--- src/hw/rtl/ycs_pkg.sv ---
// ----------------------------------------------------------------------------
// ycs_pkg
// Shared types, register codes and fixed-point coefficients of the
// color converter with chroma subsampling.
// ----------------------------------------------------------------------------
package ycs_pkg;

  // kind of arithmetic a request needs in the back end
  typedef enum logic [1:0] {
    OP_PASS,
    OP_FWD,
    OP_INV
  } op_e;

  // configuration port
  localparam int CfgIdxW    = 1;
  localparam int CfgDataW   = 13;
  localparam int ModeW      = 3;
  localparam int LineWidthW = 13;

  localparam logic [CfgIdxW-1:0] REG_MODE       = 1'b0;
  localparam logic [CfgIdxW-1:0] REG_LINE_WIDTH = 1'b1;

  localparam logic [ModeW-1:0] MODE_PASS   = 3'd0;
  localparam logic [ModeW-1:0] MODE_FWD444 = 3'd1;
  localparam logic [ModeW-1:0] MODE_FWD422 = 3'd2;
  localparam logic [ModeW-1:0] MODE_FWD420 = 3'd3;
  localparam logic [ModeW-1:0] MODE_INV444 = 3'd4;
  localparam logic [ModeW-1:0] MODE_INV422 = 3'd5;
  localparam logic [ModeW-1:0] MODE_INV420 = 3'd6;

  localparam logic [LineWidthW-1:0] LINE_WIDTH_RST = 13'd640;

  // queue between front and back
  localparam int QDEPTH = 4;
  localparam int QPtrW  = $clog2(QDEPTH);
  localparam int QCntW  = $clog2(QDEPTH + 1);

  // fixed-point datapath, Q16 coefficients
  localparam int CoefW = 18;
  localparam int TermW = 28;
  localparam int FracW = 16;

  typedef logic signed [CoefW-1:0] coef_t;
  typedef logic signed [TermW-1:0] term_t;

  // one classified request from the front end
  typedef struct packed {
    op_e        op;
    logic [7:0] a;
    logic [7:0] b;
    logic [7:0] c;
    logic       b_valid;
    logic       c_valid;
    logic       row_end;
  } item_t;

  // coefficient for output channel sel[3:2] and input operand sel[1:0]
  function automatic coef_t coef(op_e op, logic [3:0] sel);
    coef_t k;
    k = '0;
    case (op)
      OP_FWD: begin
        case (sel)
          4'h0: k = 18'sd7471;
          4'h1: k = 18'sd38470;
          4'h2: k = 18'sd19595;
          4'h4: k = 18'sd32768;
          4'h5: k = -18'sd21710;
          4'h6: k = -18'sd11058;
          4'h8: k = -18'sd5329;
          4'h9: k = -18'sd27439;
          4'hA: k = 18'sd32768;
          default: k = '0;
        endcase
      end
      OP_INV: begin
        case (sel)
          4'h0: k = 18'sd65536;
          4'h1: k = 18'sd116130;
          4'h4: k = 18'sd65536;
          4'h5: k = -18'sd22553;
          4'h6: k = -18'sd46802;
          4'h8: k = 18'sd65536;
          4'hA: k = 18'sd91881;
          default: k = '0;
        endcase
      end
      OP_PASS: begin
        case (sel)
          4'h0: k = 18'sd65536;
          4'h5: k = 18'sd65536;
          4'hA: k = 18'sd65536;
          default: k = '0;
        endcase
      end
      default: k = '0;
    endcase
    return k;
  endfunction

  // chroma bias of the forward transform
  function automatic term_t offset(op_e op, logic [1:0] row);
    term_t o;
    o = '0;
    if ((op == OP_FWD) && (row != 2'd0)) begin
      o = 28'sd8388608;
    end
    return o;
  endfunction

endpackage

--- src/hw/rtl/ycs_back.sv ---
// ----------------------------------------------------------------------------
// ycs_back
// Fixed-point color transform: a product stage and a sum, floor and clamp
// stage that ends in the result register.
// ----------------------------------------------------------------------------
module ycs_back import ycs_pkg::*; (
  input  logic       clk_i,
  input  logic       rst_ni,
  input  logic       q_empty_i,
  input  item_t      q_item_i,
  output logic       q_pop_o,
  output logic       empty_o,
  input  logic       pop_i,
  output logic [7:0] out_a_o,
  output logic [7:0] out_b_o,
  output logic [7:0] out_c_o,
  output logic       b_valid_o,
  output logic       c_valid_o,
  output logic       row_end_o
);

  logic signed [8:0] opnd [3];
  term_t             term_d [3][3];
  term_t             p_term_q [3][3];
  logic              p_valid_q, p_bv_q, p_cv_q, p_last_q;

  term_t             sum [3];
  logic signed [TermW-FracW-1:0] whole [3];
  logic [7:0]        res [3];

  logic       o_valid_q;
  logic [7:0] o_a_q, o_b_q, o_c_q;
  logic       o_bv_q, o_cv_q, o_last_q;

  logic o_free, p_adv, p_free;

  // stage flow control
  assign o_free  = ~o_valid_q | pop_i;
  assign p_adv   = p_valid_q & o_free;
  assign p_free  = ~p_valid_q | o_free;
  assign q_pop_o = ~q_empty_i & p_free;

  // operands: chroma is centered in the inverse transform
  always_comb begin
    opnd[0] = $signed({1'b0, q_item_i.a});
    opnd[1] = $signed({1'b0, q_item_i.b});
    opnd[2] = $signed({1'b0, q_item_i.c});
    if (q_item_i.op == OP_INV) begin
      opnd[1] = $signed({1'b0, q_item_i.b}) - 9'sd128;
      opnd[2] = $signed({1'b0, q_item_i.c}) - 9'sd128;
    end
  end

  // products, bias folded into the first term of each channel
  always_comb begin
    for (int j = 0; j < 3; j++) begin
      for (int k = 0; k < 3; k++) begin
        term_d[j][k] = TermW'(opnd[k]) * TermW'(coef(q_item_i.op, {2'(j), 2'(k)}));
        if (k == 0) begin
          term_d[j][k] = term_d[j][k] + offset(q_item_i.op, 2'(j));
        end
      end
    end
  end

  // product stage
  always_ff @(posedge clk_i or negedge rst_ni) begin
    if (!rst_ni) begin
      p_valid_q <= 1'b0;
    end else if (q_pop_o) begin
      p_valid_q <= 1'b1;
    end else if (p_adv) begin
      p_valid_q <= 1'b0;
    end
  end

  always_ff @(posedge clk_i) begin
    if (q_pop_o) begin
      p_term_q <= term_d;
      p_bv_q   <= q_item_i.b_valid;
      p_cv_q   <= q_item_i.c_valid;
      p_last_q <= q_item_i.row_end;
    end
  end

  // sum, floor and clamp to 0..255
  always_comb begin
    for (int j = 0; j < 3; j++) begin
      sum[j]   = p_term_q[j][0] + p_term_q[j][1] + p_term_q[j][2];
      whole[j] = sum[j][TermW-1:FracW];
      if (whole[j][TermW-FracW-1]) begin
        res[j] = 8'd0;
      end else if (|whole[j][TermW-FracW-2:8]) begin
        res[j] = 8'd255;
      end else begin
        res[j] = whole[j][7:0];
      end
    end
  end

  // result register
  always_ff @(posedge clk_i or negedge rst_ni) begin
    if (!rst_ni) begin
      o_valid_q <= 1'b0;
    end else if (p_adv) begin
      o_valid_q <= 1'b1;
    end else if (pop_i) begin
      o_valid_q <= 1'b0;
    end
  end

  always_ff @(posedge clk_i) begin
    if (p_adv) begin
      o_a_q    <= res[0];
      o_b_q    <= p_bv_q ? res[1] : 8'd0;
      o_c_q    <= p_cv_q ? res[2] : 8'd0;
      o_bv_q   <= p_bv_q;
      o_cv_q   <= p_cv_q;
      o_last_q <= p_last_q;
    end
  end

  assign empty_o   = ~o_valid_q;
  assign out_a_o   = o_a_q;
  assign out_b_o   = o_b_q;
  assign out_c_o   = o_c_q;
  assign b_valid_o = o_bv_q;
  assign c_valid_o = o_cv_q;
  assign row_end_o = o_last_q;

endmodule

--- config.mk ---
export PLATFORM = sky130hd
export DESIGN_NAME = ycs_back
export DESIGN_NICKNAME = d
export VERILOG_FILES = /design/src/hw/rtl/ycs_pkg.sv /design/src/hw/rtl/ycs_back.sv
export SDC_FILE = /design/constraint.sdc
export NUM_CORES = 2
export LEC_CHECK = 0
export BUFFER_PORTS_ARGS = -buffer_cell sky130_fd_sc_hd__buf_2
export CAP_MARGIN = 5
export CORE_MARGIN = 4
export CORE_UTILIZATION = 31
export DETAILED_ROUTE_END_ITERATION = 6
export PLACE_DENSITY = 0.55
export SYNTH_ARGS = -nofsm -noshare
export SYNTH_HDL_FRONTEND = slang
export SYNTH_SLANG_ARGS = --single-unit
--- constraint.sdc ---
create_clock -name clk_i -period 23.4 [get_ports clk_i]
set_input_delay 5.85 -clock clk_i [delete_from_list [all_inputs] [get_ports clk_i]]
set_output_delay 5.85 -clock clk_i [all_outputs]
set_load 0.02 [all_outputs]
==> impl_metrics.tcl <==
set metrics [dict create \
    placed_cells 5215 \
    grt_pass1_vias 26011 \
    initial_core_util 0.313 \
    ys.flop_type "edfxtp_1" \
    cts.path.max_buffers 3 \
    first_pass_iters 5 \
    crit_path_end_kind "register" \
    grt_use_total 0.152 \
    drc 0 \
    ir_drop_mv 0.0956 \
    dp.final_hpwl_microns 82800 \
    synth_area_per_cell_sq_um 10.8 \
    relSlewSlack 0.320 \
    setup_viol 0 \
    critPathRequiredTime_ns 23.76 \
    maxCapViolCount 0 \
    rsz0062_at_grt "no" \
    drive_gt1_frac 0.0472 \
    finalClockSkew_ns 0.0208 \
    ctsRootBufferMaster "clkbuf_16" \
    layout.nets 4956 \
    via_count 24495 \
    yosys.area_share.simple 0.0757 \
    gp_congestion 0.925 \
    die_w_microns 359 \
    p_leak_uw 0.0216 \
    synth-seq-cells 250 \
    clock_power_share 0.140 \
    cts_max_level 1 \
    synth_edf_count 248 \
    grt_pass1_wl_microns 153000 \
    fin_crit_sh 0.542 \
    syn_to_final_growth_pct 9.11 \
    p_seq_frac 0.207 \
    power_density_nw_per_um2 92.3 \
    core-area_sq_um 122000 \
    place_area_sq_um 40500 \
    layout.cells.non_filler 5276 \
    power.switching_uw 1720 \
    portBuffers 61 \
    syn_inst 3539 \
    cts-resized-gates 0 \
    synth_xor_xnor_area_share 0.0495 \
    drt_wl_total_microns 97500 \
    synth_top_family_by_area "adder cells" \
    combinationalPowerShare 0.653 \
    cts_hold_buffers 0 \
    synth_cell_types 77 \
    crit_type "input port to register" \
    design_area_sq_um 41700 \
    ys_seq_area_frac 0.196 \
    clkTransAtPathRegs_ns 0.07 \
    min_period_ns 12.69 \
    gr-total-overflow 0 \
    worstMarginPinSlew_ns 1.02 \
    worst-r2r-setup-slack_ns 19.53 \
    post_cts_buffers 0 \
    status "complete, no violations" \
    yosys_warnings 0 \
    internal_power_uw 2120 \
    swShare 0.449 \
    die_h_microns 359 \
    slew_violations 0 \
    numCtsBuffers 31 \
    ios 62 \
    cts_tree "done" \
    rows 128 \
    design.die.area_sq_um 129000 \
    cts_num_sinks 250 \
    antenna_found_initial 8 \
    hold_viol_final 0 \
    ant_nets 0 \
    crit_path_max_fanout 31 \
    avgRoutedWirePerCell_microns 18.5 \
    tns_ns 0 \
    synth_compound_area_frac 0.0729 \
    synth_fa_ha_area_frac 0.530 \
    hp-class "register to register" \
    arrival_ns 13.05 \
    cp-start-kind "input port" \
    grt_max_degree 161 \
    synthesis.area_sq_um 38200 \
    clock_latency_ns 0.63 \
    muxShareOfSynthArea 0.000786 \
    async_reset_ff_frac 0.00800 \
    detail_route.vias_per_cell 4.64 \
    drt-initial-drc-count 1632 \
    max_freq_ghz 0.0788 \
]
## final cells by class
type	count	area, sq um
fillers	12354	80400
multi-input cells	2543	27900
flip-flops and latches	250	7500
inverters	727	2730
well taps	1625	2030
clock buffers	32	779
repair buffers	70	385
clock inverters	25	330
diodes	4	10.0
## power by group through the flow
stage	Clock, uW	Combinational [uW]	Sequential, uW
final	537	2510	797
after global routing	575	2870	811
after CTS	556	2550	803
after detailed placement	0	2520	810
after global placement	0	2510	812
after floorplan	0	1880	808
## flip-flops by register name (all words and copies together), names as in the netlist
| register | flops |
|---|---|
| row_end_o | 1 |
| p_cv_q | 1 |
| out_b_o | 8 |
| p_last_q | 1 |
| out_c_o | 8 |
| p_valid_q | 1 |
| b_valid_o | 1 |
| c_valid_o | 1 |
| p_bv_q | 1 |
| p_term_q | 218 |
| out_a_o | 8 |
| o_valid_q | 1 |
## synth_stat cells, types with 25 or more instances
cell type / count / share of area
a21oi_1: 123 / 0.016
o21a_1: 26 / 0.0051
nand3_1: 37 / 0.0049
clkbuf_1: 25 / 0.0025
o21ai_0: 64 / 0.0084
nor2b_1: 42 / 0.0069
inv_1: 726 / 0.071
nor3_1: 48 / 0.0063
ha_1: 769 / 0.25
edfxtp_1: 248 / 0.20
and2_1: 40 / 0.0066
nor2_1: 175 / 0.017
a21o_1: 56 / 0.011
nand2_1: 146 / 0.014
nand2b_1: 30 / 0.0049
xnor2_1: 148 / 0.034
xor2_1: 68 / 0.016
fa_1: 531 / 0.28
## worst max-delay path, cell delays in order
cell,delay (ns)
buf_2,0.28
inv_1,0.35
ha_1,0.31
buf_4,0.44
ha_1,0.25
inv_1,0.16
nor2_1,0.42
clkinv_1,0.41
xor2_1,0.30
ha_1,0.23
nand2b_1,0.18
fa_1,0.43
fa_1,0.51
inv_1,0.05
fa_1,0.48
inv_1,0.05
ha_1,0.31
ha_1,0.35
and2_1,0.17
o21ai_0,0.15
o31ai_1,0.14
o41ai_2,0.28
o21ai_1,0.15
o41a_1,0.36
a21o_1,0.20
a21oi_2,0.14
xnor2_1,0.07
## through the flow
step	setup slack, ns	util	power, uW	hold WS [ns]
floorplan	0.737	-	2690	0.400
global placement	10.15	0.332	3320	0.403
detailed placement	10.13	0.332	3330	0.409
CTS	10.78	0.341	3910	0.427
global route	10.32	0.341	4260	0.443
finish	10.71	0.341	3840	0.424
## cell families after synthesis
kind of cell	Yosys count
compound gates	413
xor+xnor	216
fa+ha+maj	1300
buf+inv	753
flops	250
mux	3
other cells	2
simple gates	602
## placed cells by master (no fill, tap or decap), types with 56 or more instances in the layout
| master | count |
|---|---|
| buf_2 | 61 |
| o21ai_0 | 64 |
| ha_1 | 769 |
| xor2_1 | 68 |
| a21oi_1 | 122 |
| a21o_1 | 56 |
| nor2_1 | 175 |
| nand2_1 | 146 |
| edfxtp_1 | 248 |
| inv_1 | 726 |
| fa_1 | 531 |
| xnor2_1 | 148 |
## metal layers
layer | part of all wire | track usage | vias up
li1 | - | - | 11859
met1 | 0.46 | 0.208 | 12026
met2 | 0.45 | 0.246 | 497
met3 | 0.060 | 0.0335 | 111
met4 | 0.025 | 0.0343 | 2
met5 | 0.00013 | 0 | -
## final timing paths
check                         startpoint             to  depth (start not counted)
setup / recovery            q_item_i[27]  p_term_q[110]                         27
min in group asynchronous         rst_ni      o_valid_q                          1
hold / removal                  p_last_q      row_end_o                          0
hold reg to reg                 p_last_q      row_end_o                          0
setup reg to reg           p_term_q[172]     out_a_o[3]                         12
max in group asynchronous         rst_ni      p_valid_q                          1
(Power assumes the default switching activity.)
