## config.mk

```make
export PLATFORM = sky130hd
export DESIGN_NAME = ycs_fifo
export DESIGN_NICKNAME = d
export VERILOG_FILES = /design/src/hw/rtl/ycs_pkg.sv /design/src/hw/rtl/ycs_fifo.sv
export SDC_FILE = /design/constraint.sdc
export NUM_CORES = 1
export LEC_CHECK = 0
export BUFFER_PORTS_ARGS = -buffer_cell sky130_fd_sc_hd__clkbuf_2
export CAP_MARGIN = 20
export CORE_MARGIN = 2
export CORE_UTILIZATION = 56
export DETAILED_ROUTE_END_ITERATION = 10
export HOLD_SLACK_MARGIN = 0.03
export PLACE_DENSITY = 0.83
export SLEW_MARGIN = 20
export SYNTH_ARGS = -nofsm -noshare
export SYNTH_HDL_FRONTEND = slang
export SYNTH_SLANG_ARGS = --single-unit
```

## constraint.sdc

```tcl
create_clock -name clk_i -period 1.95 [get_ports clk_i]
set_input_delay 0.2925 -clock clk_i [delete_from_list [all_inputs] [get_ports clk_i]]
set_output_delay 0.2925 -clock clk_i [all_outputs]
set_load 0.01 [all_outputs]
```

## src/hw/rtl/ycs_pkg.sv

```systemverilog
// ----------------------------------------------------------------------------
// ycs_pkg
// Shared types, register codes and fixed-point coefficients of the
// color converter with chroma subsampling.
// ----------------------------------------------------------------------------
package ycs_pkg;

  // kind of arithmetic a request needs in the back end
  typedef enum logic [1:0] {
    OP_PASS,
    OP_FWD,
    OP_INV
  } op_e;

  // configuration port
  localparam int CfgIdxW    = 1;
  localparam int CfgDataW   = 13;
  localparam int ModeW      = 3;
  localparam int LineWidthW = 13;

  localparam logic [CfgIdxW-1:0] REG_MODE       = 1'b0;
  localparam logic [CfgIdxW-1:0] REG_LINE_WIDTH = 1'b1;

  localparam logic [ModeW-1:0] MODE_PASS   = 3'd0;
  localparam logic [ModeW-1:0] MODE_FWD444 = 3'd1;
  localparam logic [ModeW-1:0] MODE_FWD422 = 3'd2;
  localparam logic [ModeW-1:0] MODE_FWD420 = 3'd3;
  localparam logic [ModeW-1:0] MODE_INV444 = 3'd4;
  localparam logic [ModeW-1:0] MODE_INV422 = 3'd5;
  localparam logic [ModeW-1:0] MODE_INV420 = 3'd6;

  localparam logic [LineWidthW-1:0] LINE_WIDTH_RST = 13'd640;

  // queue between front and back
  localparam int QDEPTH = 4;
  localparam int QPtrW  = $clog2(QDEPTH);
  localparam int QCntW  = $clog2(QDEPTH + 1);

  // fixed-point datapath, Q16 coefficients
  localparam int CoefW = 18;
  localparam int TermW = 28;
  localparam int FracW = 16;

  typedef logic signed [CoefW-1:0] coef_t;
  typedef logic signed [TermW-1:0] term_t;

  // one classified request from the front end
  typedef struct packed {
    op_e        op;
    logic [7:0] a;
    logic [7:0] b;
    logic [7:0] c;
    logic       b_valid;
    logic       c_valid;
    logic       row_end;
  } item_t;

  // coefficient for output channel sel[3:2] and input operand sel[1:0]
  function automatic coef_t coef(op_e op, logic [3:0] sel);
    coef_t k;
    k = '0;
    case (op)
      OP_FWD: begin
        case (sel)
          4'h0: k = 18'sd7471;
          4'h1: k = 18'sd38470;
          4'h2: k = 18'sd19595;
          4'h4: k = 18'sd32768;
          4'h5: k = -18'sd21710;
          4'h6: k = -18'sd11058;
          4'h8: k = -18'sd5329;
          4'h9: k = -18'sd27439;
          4'hA: k = 18'sd32768;
          default: k = '0;
        endcase
      end
      OP_INV: begin
        case (sel)
          4'h0: k = 18'sd65536;
          4'h1: k = 18'sd116130;
          4'h4: k = 18'sd65536;
          4'h5: k = -18'sd22553;
          4'h6: k = -18'sd46802;
          4'h8: k = 18'sd65536;
          4'hA: k = 18'sd91881;
          default: k = '0;
        endcase
      end
      OP_PASS: begin
        case (sel)
          4'h0: k = 18'sd65536;
          4'h5: k = 18'sd65536;
          4'hA: k = 18'sd65536;
          default: k = '0;
        endcase
      end
      default: k = '0;
    endcase
    return k;
  endfunction

  // chroma bias of the forward transform
  function automatic term_t offset(op_e op, logic [1:0] row);
    term_t o;
    o = '0;
    if ((op == OP_FWD) && (row != 2'd0)) begin
      o = 28'sd8388608;
    end
    return o;
  endfunction

endpackage

```

## src/hw/rtl/ycs_fifo.sv

```systemverilog
// ----------------------------------------------------------------------------
// ycs_fifo
// Short request queue that decouples the front end from the back end.
// ----------------------------------------------------------------------------
module ycs_fifo import ycs_pkg::*; (
  input  logic  clk_i,
  input  logic  rst_ni,
  input  logic  push_i,
  input  item_t item_i,
  output logic  full_o,
  input  logic  pop_i,
  output logic  empty_o,
  output item_t item_o
);

  item_t            mem_q [QDEPTH];
  logic [QPtrW-1:0] wptr_q;
  logic [QPtrW-1:0] rptr_q;
  logic [QCntW-1:0] cnt_q;

  // storage
  always_ff @(posedge clk_i) begin
    if (push_i) begin
      mem_q[wptr_q] <= item_i;
    end
  end

  // pointers and fill level
  always_ff @(posedge clk_i or negedge rst_ni) begin
    if (!rst_ni) begin
      wptr_q <= '0;
      rptr_q <= '0;
      cnt_q  <= '0;
    end else begin
      if (push_i) begin
        wptr_q <= wptr_q + 1'b1;
      end
      if (pop_i) begin
        rptr_q <= rptr_q + 1'b1;
      end
      if (push_i && !pop_i) begin
        cnt_q <= cnt_q + 1'b1;
      end else if (pop_i && !push_i) begin
        cnt_q <= cnt_q - 1'b1;
      end
    end
  end

  assign full_o  = (cnt_q == QCntW'(QDEPTH));
  assign empty_o = (cnt_q == '0);
  assign item_o  = mem_q[rptr_q];

endmodule

```

==> results of run 1 <==
## metal layers
| layer | part of all wire [%] | vias up | wire length [um] |
|---|---|---|---|
| met3 | 6.1 | 12 | 505 |
| met1 | 41 | 1171 | 3380 |
| met5 | 0 | - | 0 |
| met4 | 0.95 | 0 | 79 |
| met2 | 52 | 84 | 4380 |
| li1 | - | 1022 | - |
## per-stage QoR
step,power (mW),std cells,util [%]
6_report,9.35,424,77.6
5_1_grt,9.77,424,77.6
4_1_cts,9.30,422,76.9
3_5_place_dp,6.11,356,65.1
3_3_place_gp,6.03,356,65.1
2_1_floorplan,5.22,185,-
## layout by cell type, fill, tap and decap left out, drive strengths merged, types with 4 or more instances in the layout
master	netlist	final
edfxtp	116	116
ha	5	5
clkinv	0	6
xor2	4	4
dlygate4sd3	0	31
inv	4	5
and2	4	4
mux4	29	29
buf	5	15
dfrtp	7	7
clkbuf	1	84
## area by class of cell
class | count | area (um^2)
Sequential cell | 123 | 3660
Tap cell | 102 | 128
Inverter | 4 | 15.0
Timing Repair Buffer | 111 | 828
Fill cell | 419 | 1750
Clock buffer | 19 | 422
Clock inverter | 13 | 150
Multi-Input combinational cell | 52 | 858
## state kept, by name, summed over array words and instances, names as in the netlist
| signal | count |
|---|---|
| rptr_q | 2 |
| mem_q | 116 |
| cnt_q | 3 |
| wptr_q | 2 |
## power breakdown
group          internal (mW)  total (mW)  switching [mW]
sequential              3.47        3.65           0.179
combinational           1.38        2.71            1.33
clock                   1.93        2.99            1.06
## how the worst min path moves through the flow
stage | endpoint | slack [ns] | cells past startpoint
floorplan | cnt_q[0]$_DFFE_PN0P_ | -0.003 | 0
global placement | cnt_q[0]$_DFFE_PN0P_ | 0.14 | 1
detailed placement | cnt_q[1]$_DFFE_PN0P_ | 0.15 | 1
CTS | wptr_q[0]$_DFFE_PN0P_ | 0.05 | 2
global route | wptr_q[0]$_DFFE_PN0P_ | 0.09 | 2
finish | wptr_q[0]$_DFFE_PN0P_ | 0.07 | 2
## worst register-to-register path: cells and delay by family (launching register included)
kind                       cells  cell delay [ns]
and+or+nand+nor                1             0.15
buffers and inverters          2             0.40
adders and majority gates      1             0.17
DFF                            1             0.43
## cell families after synthesis
family                   count (synthesis)  share of synthesized area (%)
buffers and inverters                   10                           1.37
AND/OR/NAND/NOR                          9                           1.07
AO/OA/AOI/OAI                            1                          0.109
multiplexers                            30                           14.6
flip-flops                             123                           79.9
XOR/XNOR                                 6                           1.15
adder cells (fa/ha/maj)                  6                           1.80
## timing repair
action / 4_1_cts / 5_1_grt
hold buffers: 31 / 0
endpoints found under the setup margin: 29 / 29
gates resized for setup: 2 / 2
hold endpoints to repair: 124 / 0
buffers inserted: 2 / 0
cloned: 1 / 2
==> impl_metrics.toml, run 1 <==
[sta]
relSlewSlack_pct = 76.6
hold_slack_ns = 0.0720
rsz0062_at_grt = "yes"
fin_ws_ns = -0.190
fmax_mhz = 467
fin_crit_sh_pct = 110
finalCriticalPeriod_ns = 2.14
setup_violations = 29
hold_violations = 0
tns_ns = -4.45
fin_skew_ns = 0.00717
tightest_slew_ns = 0.351
finalMaxSlewViolations = 0

[logic_synthesis]
yosysMostFrequentCell = "edfxtp_1"
netlist_instances = 185
yosys-top-cells-count = "116 x edfxtp_1, 28 x mux4_2, 7 x dfrtp_1"
synth-async-reset-ratio_pct = 5.69
synth_flop_cell = "edfxtp_1"
synth_seq_cells = 123
synth-edff-count = 116
ys_warn_count = 0
syn_avg_cell_area_um2 = 24.7
syn_nets = 224
syn_area_um2 = 4580
synth_area_leader_cell = "edfxtp_1"
synth.distinct_cells = 19
yosys-top-cells-area = "edfxtp_1 76%, mux4_2 14%, dfrtp_1 3.8%, ha_1 1.4%, xor2_1 0.77%"
yosysSeqAreaShare_pct = 79.9
synth_top_area_share_pct = 76.1

[detailed_routing]
via_per_inst = 5.40
firstDrtPassIters = 4
drtIter0Drc = 149
vias = 2289
drt-total-wl_um = 8340
drt-wirelength-per-cell_um = 19.7
route.antenna.remaining_nets = 0
drc = 0

[worst_setup_path]
startpoint_type = "flip-flop"
timing.critical_path.buf_inv = 3
ff2ff_setup_slack_ns = 0.48
arrival_ns = 1.85
timing.rr.start = "wptr_q[0]$_DFFE_PN0P_"
rr_worst_depth = 4
critical_path_depth = 4
critPathSlowestCell = "mux4_2"
r2r-end = "mem_q[0][28]$_DFFE_PP_"
endpoint = "item_o[4]"
critPathTopFamily = "multiplexers"
worstSetupPathType = "flip-flop to output port"
crit_fanout = 5
required_ns = 1.66
crit_chain = "buf_6 > clkbuf_16 > mux4_2 > clkbuf_2"
startpoint = "rptr_q[0]$_DFFE_PN0P_"
cpPeakStageDelay_ns = 0.50
end_kind = "output port"

[grt]
grt_util_all_layers_pct = 20.5
use_met3_pct = 7.26
grt-busiest-layer = "met2"
grt_pass1_vias = 2426
overflow = 0
grt_pass1_wl_um = 12500
met2_usage_pct = 34.1
use_met1_pct = 25.4
grt_max_degree = 23
antenna_found_initial = 0

[final_layout]
n_antenna_cell = 0
syn2layout_area_growth_pct = 32.4
drive_gt1_share_pct = 44.7
fin_nets = 348
final_area_um2 = 6060

[place]
place_congestion = 0.687
place_ws_ns = 0.314
dpl_cell_area_um2 = 5080
portBuffers = 63
place_hpwl_um = 4550

[floorplan]
io_pins = 64
core-area_um2 = 7810
dieArea_um2 = 8910
row_count = 32
die_height_um = 94.4
die_x_um = 94.4
initial_core_util_pct = 58.6

[cts]
cts_htree_levels = 4
clock_sinks = 123
numCtsBuffers = 17
cts_buffer_depth = 2
cts_tree = "yes"
clk_pin_slew_worst_paths_ns = 0.05
insertion_delay_ns = 0.51
root_buffer = "clkbuf_8"

[pwr]
p_leak_nw = 2.23
power_density_nw_per_um2 = 1540
ir_drop_mv = 0.990

[outcome]
status = "complete, but fails checks"
violations = "negative setup slack"

[hold_path]
hold_path.class = "input pin to flip-flop"
hold_start = "push_i"

[run]
max_cap_viol_count = 0
Power figures use the tool's default switching activity.
==> run 2, diff against run 1 <==
- clock period: 1.95 -> 2.36 ns (I/O delays scaled with it)
==> run 2 against run 1 <==
  * The flow now finishes without violations
  * Power is 19% lower
  * Cell area shrank 6.0%
  * Clock power fell by 15%
  * Critical path type unchanged
  * Highest routed layer unchanged
==> impl_metrics.toml, run 2 (same netlist as run 1, synthesis figures left out) <==
[outcome]
status = "finished clean"

[sta]
fin_crit_sh_pct = 94.3
finalCriticalPeriod_ns = 2.22
fmax_mhz = 449
fin_skew_ns = 0.00846
rsz0062_at_grt = "no"
setup_violations = 0
relSlewSlack_pct = 71.9
hold_violations = 0
tns_ns = 0
finalMaxSlewViolations = 0
tightest_slew_ns = 0.421

[cts]
insertion_delay_ns = 0.51
cts_tree = "yes"
clock_sinks = 123
root_buffer = "clkbuf_8"
cts_setup_buffers = 0
cts_htree_levels = 4
cts_buffer_depth = 2
numCtsBuffers = 17
clk_pin_slew_worst_paths_ns = 0.06

[worst_setup_path]
arrival_ns = 1.87
startpoint_type = "flip-flop"
crit_fanout = 13
required_ns = 2.01
end_kind = "output port"
worstSetupPathType = "flip-flop to output port"

[pwr]
power.switching_mw = 2.09
pwr-share-clk_pct = 33.6
power_frac_seq_pct = 40.4
swShare_pct = 27.8
ir_drop_mv = 0.905
power_density_nw_per_um2 = 1320
p_int_mw = 5.44
pwr-share-comb_pct = 26.1
p_leak_nw = 2.05

[final_layout]
final_cells = 385
fin_util_pct = 72.9
layout_commonest_cell = "edfxtp_1"
drive_gt1_share_pct = 47.7
top_register = "mem_q"
syn2layout_area_growth_pct = 24.4
n_antenna_cell = 0
largest_register_ffs = 116
top_regs = "mem_q: 116 flops, cnt_q: 3 flops"
fin_nets = 309
mostFrequentLayoutCells = "116 x edfxtp_1, 63 x clkbuf_2, 28 x mux4_2"

[detailed_routing]
route.antenna.remaining_nets = 0
via_per_inst = 5.52
drt-total-wl_um = 7840
firstDrtPassIters = 4
drtIter0Drc = 144
drc = 0
drt-wirelength-per-cell_um = 20.4
vias = 2126

[grt]
antenna_found_initial = 0
grt_pass1_wl_um = 12100
grt_pass1_vias = 2220
grt_util_all_layers_pct = 19.9
overflow = 0
grt_max_degree = 25

[place]
dp.cells = 352
place_hpwl_um = 4700
portBuffers = 63
place_congestion = 0.679

[floorplan]
dieArea_um2 = 8910
io_pins = 64
die_x_um = 94.4
die_height_um = 94.4
initial_core_util_pct = 58.6
row_count = 32
core-area_um2 = 7810

[hold_path]
hold_path.class = "input pin to flip-flop"

[run]
max_cap_viol_count = 0
## run 2: final timing paths
check                                 startpoint                endpoint  slack, ns  cells past startpoint
min                                    item_i[4]   mem_q[1][4]$_DFFE_PP_       0.06                      1
min in group asynchronous                 rst_ni    cnt_q[0]$_DFFE_PN0P_       0.23                      2
max                        rptr_q[0]$_DFFE_PN0P_              item_o[18]       0.14                      3
min reg2reg                 cnt_q[2]$_DFFE_PN0P_    cnt_q[2]$_DFFE_PN0P_       0.49                      1
max in group asynchronous                 rst_ni   rptr_q[0]$_DFFE_PN0P_       1.93                      2
max reg2reg                wptr_q[0]$_DFFE_PN0P_  mem_q[3][18]$_DFFE_PP_       0.81                      3
## run 2: what timing repair did
item / in CTS / in global routing
hold buffers: 1 / 0
resized for setup: 0 / 1
hold endpoints to repair: 7 / 0
endpoints found under the setup margin: 0 / 6
## run 2: final cells by class
type,count,area (um^2)
Sequential cell,123,3660
Fill cell,446,2110
Multi-Input combinational cell,52,862
Timing Repair Buffer,72,439
Clock buffer,18,418
Clock inverter,14,173
Tap cell,102,128
Inverter,4,15.0
## run 2: through the flow
| stage | cell area (um^2) | total power, mW | hold slack, ns | setup slack, ns |
|---|---|---|---|---|
| final | 5690 | 7.53 | 0.0598 | 0.135 |
| after global routing | 5690 | 7.87 | 0.0441 | 0.0352 |
| after CTS | 5690 | 7.61 | 0.0451 | 0.0231 |
| after detailed placement | 5090 | 5.06 | 0.212 | 0.552 |
| after global placement | 5090 | 5.00 | 0.201 | 0.589 |
| after floorplan | 4580 | 4.31 | 0.0584 | 0.628 |
## run 2: metal layers
metal / up-vias / share of wire (%) / GRT usage (%) / wire length, um
li1: 947 / - / - / -
met1: 1101 / 42 / 26.1 / 3330
met2: 72 / 51 / 31.1 / 3980
met3: 6 / 5.8 / 7.26 / 454
met4: 0 / 0.89 / 7.25 / 70
met5: - / 0 / 0 / 0
## run 2: critical path: stages (launching register included)
cell	delay, ns
dfrtp_2	0.37
buf_4	0.28
mux4_2	0.56
clkbuf_2	0.15
## run 2: power groups by stage
stage | registers [mW] | logic, mW | clock network [mW]
floorplan | 3.02 | 1.30 | 0
global placement | 3.04 | 1.96 | 0
detailed placement | 3.08 | 1.98 | 0
CTS | 3.05 | 2.00 | 2.56
global route | 3.08 | 2.13 | 2.66
finish | 3.04 | 1.96 | 2.53
==> run 3, diff against run 2 <==
- CORE_UTILIZATION: 56 -> 30
- PLACE_DENSITY: 0.83 -> 0.52
- SETUP_SLACK_MARGIN: unset -> 0.05
- clock period: 2.36 -> 2.07 ns (I/O delays scaled with it)
==> run 3 against run 2 <==
  * Global-route usage fell by 7.9 points
  * The flow now finishes with violations (negative setup slack)
  * Worst setup slack got worse by 0.16 ns
  * Highest routed layer unchanged
  * Power rose by 19%
  * Sequential share of layout area fell by 2.7 points
  * Largest cell class unchanged
  * Via count rose by 4.2%
==> impl_metrics.toml, run 3 (same netlist as run 1, synthesis figures left out) <==
[cts]
numCtsBuffers = 17
root_buffer = "clkbuf_16"
cts_htree_levels = 4
clock_sinks = 123
clk_pin_slew_worst_paths_ns = 0.06
cts_buffer_depth = 2
cts_tree = "yes"
insertion_delay_ns = 0.41

[pwr]
total_power_mw = 8.96
pwr-share-clk_pct = 32.1
power.switching_mw = 2.45
pwr-share-comb_pct = 29.2
swShare_pct = 27.3
power_frac_seq_pct = 38.7
power_density_nw_per_um2 = 1510
p_int_mw = 6.51
p_leak_nw = 2.13
ir_drop_mv = 0.763

[worst_setup_path]
critPathSlowestCell = "mux4_2"
arrival_ns = 1.79
startpoint_type = "flip-flop"
required_ns = 1.76
rr_worst_depth = 3
crit_fanout = 6
end_kind = "output port"
crit_chain = "buf_4 > buf_12 > mux4_2 > clkbuf_2"
cpPeakStageDelay_ns = 0.51
worstSetupPathType = "flip-flop to output port"

[final_layout]
syn2layout_area_growth_pct = 29.9
n_antenna_cell = 0
layout_commonest_cell = "edfxtp_1"
fin_util_pct = 39.6
top_regs = "mem_q: 116 flops, cnt_q: 3 flops"
largest_register_ffs = 116
mostFrequentLayoutCells = "116 x edfxtp_1, 59 x clkbuf_2, 29 x mux4_2"
top_register = "mem_q"
drive_gt1_share_pct = 49.8
fin_nets = 319
fill_cells = 1355

[sta]
fin_ws_ns = -0.0259
fin_crit_sh_pct = 101
fmax_mhz = 477
fin_skew_ns = 0.00603
rsz0062_at_grt = "yes"
finalMaxSlewViolations = 0
tightest_slew_ns = 0.394
relSlewSlack_pct = 73.7
setup_violations = 15
tns_ns = -0.217
finalCriticalPeriod_ns = 2.10
hold_violations = 0

[place]
place_congestion = 0.689
place_ws_ns = 0.381
place_hpwl_um = 5360
portBuffers = 63

[grt]
grt_max_degree = 30
overflow = 0
grt_util_all_layers_pct = 11.9
grt_pass1_wl_um = 13700
grt_pass1_vias = 2409
antenna_found_initial = 0

[detailed_routing]
route.antenna.remaining_nets = 0
via_per_inst = 4.61
vias = 2216
drt-wirelength-per-cell_um = 18.1
firstDrtPassIters = 4
drc = 0
drt-total-wl_um = 8730
drtIter0Drc = 127

[outcome]
status = "complete, but fails checks"
violations = "negative setup slack"

[floorplan]
io_pins = 64
dieArea_um2 = 16300
core-area_um2 = 15000
initial_core_util_pct = 30.5
die_x_um = 128
row_count = 45
die_height_um = 128

[hold_path]
holdPathStages = 1
hold_path.class = "input pin to flip-flop"

[run]
max_cap_viol_count = 0
## run 3: cell count changes in the layout (fill, tap and decap cells not counted), sizes merged
cell and delta:
buf +14, clkbuf -5, clkinv +3, clkinvlp -2
## run 3: area by class of cell
cell class	count	area [um^2]	area share, %
Inverter	4	15.0	0.252
Multi-Input combinational cell	52	858	14.4
Clock inverter	15	155	2.61
Sequential cell	123	3660	61.5
Tap cell	188	235	3.95
Clock buffer	17	425	7.15
Timing Repair Buffer	82	598	10.1
## run 3: worst paths after layout
check                                 startpoint                endpoint  slack, ns
hold reg to reg             cnt_q[2]$_DFFE_PN0P_    cnt_q[2]$_DFFE_PN0P_       0.49
max in group asynchronous                 rst_ni   rptr_q[1]$_DFFE_PN0P_       1.61
setup reg to reg           wptr_q[0]$_DFFE_PN0P_  mem_q[3][27]$_DFFE_PP_       0.54
setup / recovery           rptr_q[0]$_DFFE_PN0P_              item_o[19]      -0.03
min in group asynchronous                 rst_ni    cnt_q[2]$_DFFE_PN0P_       0.27
hold / removal                        item_i[20]  mem_q[1][20]$_DFFE_PP_       0.11
## run 3: power groups by stage
stage | clock network, mW | registers, mW | logic [mW]
floorplan | 0 | 3.44 | 1.48
global placement | 0 | 3.51 | 2.41
detailed placement | 0 | 3.53 | 2.42
CTS | 2.94 | 3.47 | 2.73
global route | 3.06 | 3.52 | 2.85
finish | 2.87 | 3.47 | 2.62
## run 3: per-stage QoR
step,hold slack [ns],cell area (um^2),instances
after detailed placement,0.171,5250,441
final,0.113,5950,481
after floorplan,0.0149,4580,185
after global routing,0.100,5950,481
after global placement,0.163,5250,441
after CTS,0.0991,5960,482
## run 3: worst max-delay path: cells and delay by family (launching register included)
| family | cells | cell delay (ns) |
|---|---|---|
| DFF | 1 | 0.45 |
| buffers and inverters | 3 | 0.41 |
| muxes | 1 | 0.51 |
## run 3: layer usage
metal | part of all wire, % | track usage, % | vias up
met2 | 49 | 18.4 | 58
met5 | 0 | 0 | -
met3 | 5.2 | 4.98 | 13
li1 | - | - | 965
met1 | 44 | 14.9 | 1180
met4 | 1.3 | 4.85 | 0
## run 3: what timing repair did
| item | in CTS | in global routing |
|---|---|---|
| endpoints found under the setup margin | 28 | 29 |
| endpoints found under the hold margin | 7 | 0 |
| buffers inserted | 6 | 1 |
| hold buffers | 1 | 0 |
| resized for setup | 5 | 12 |
| cloned | 2 | 0 |
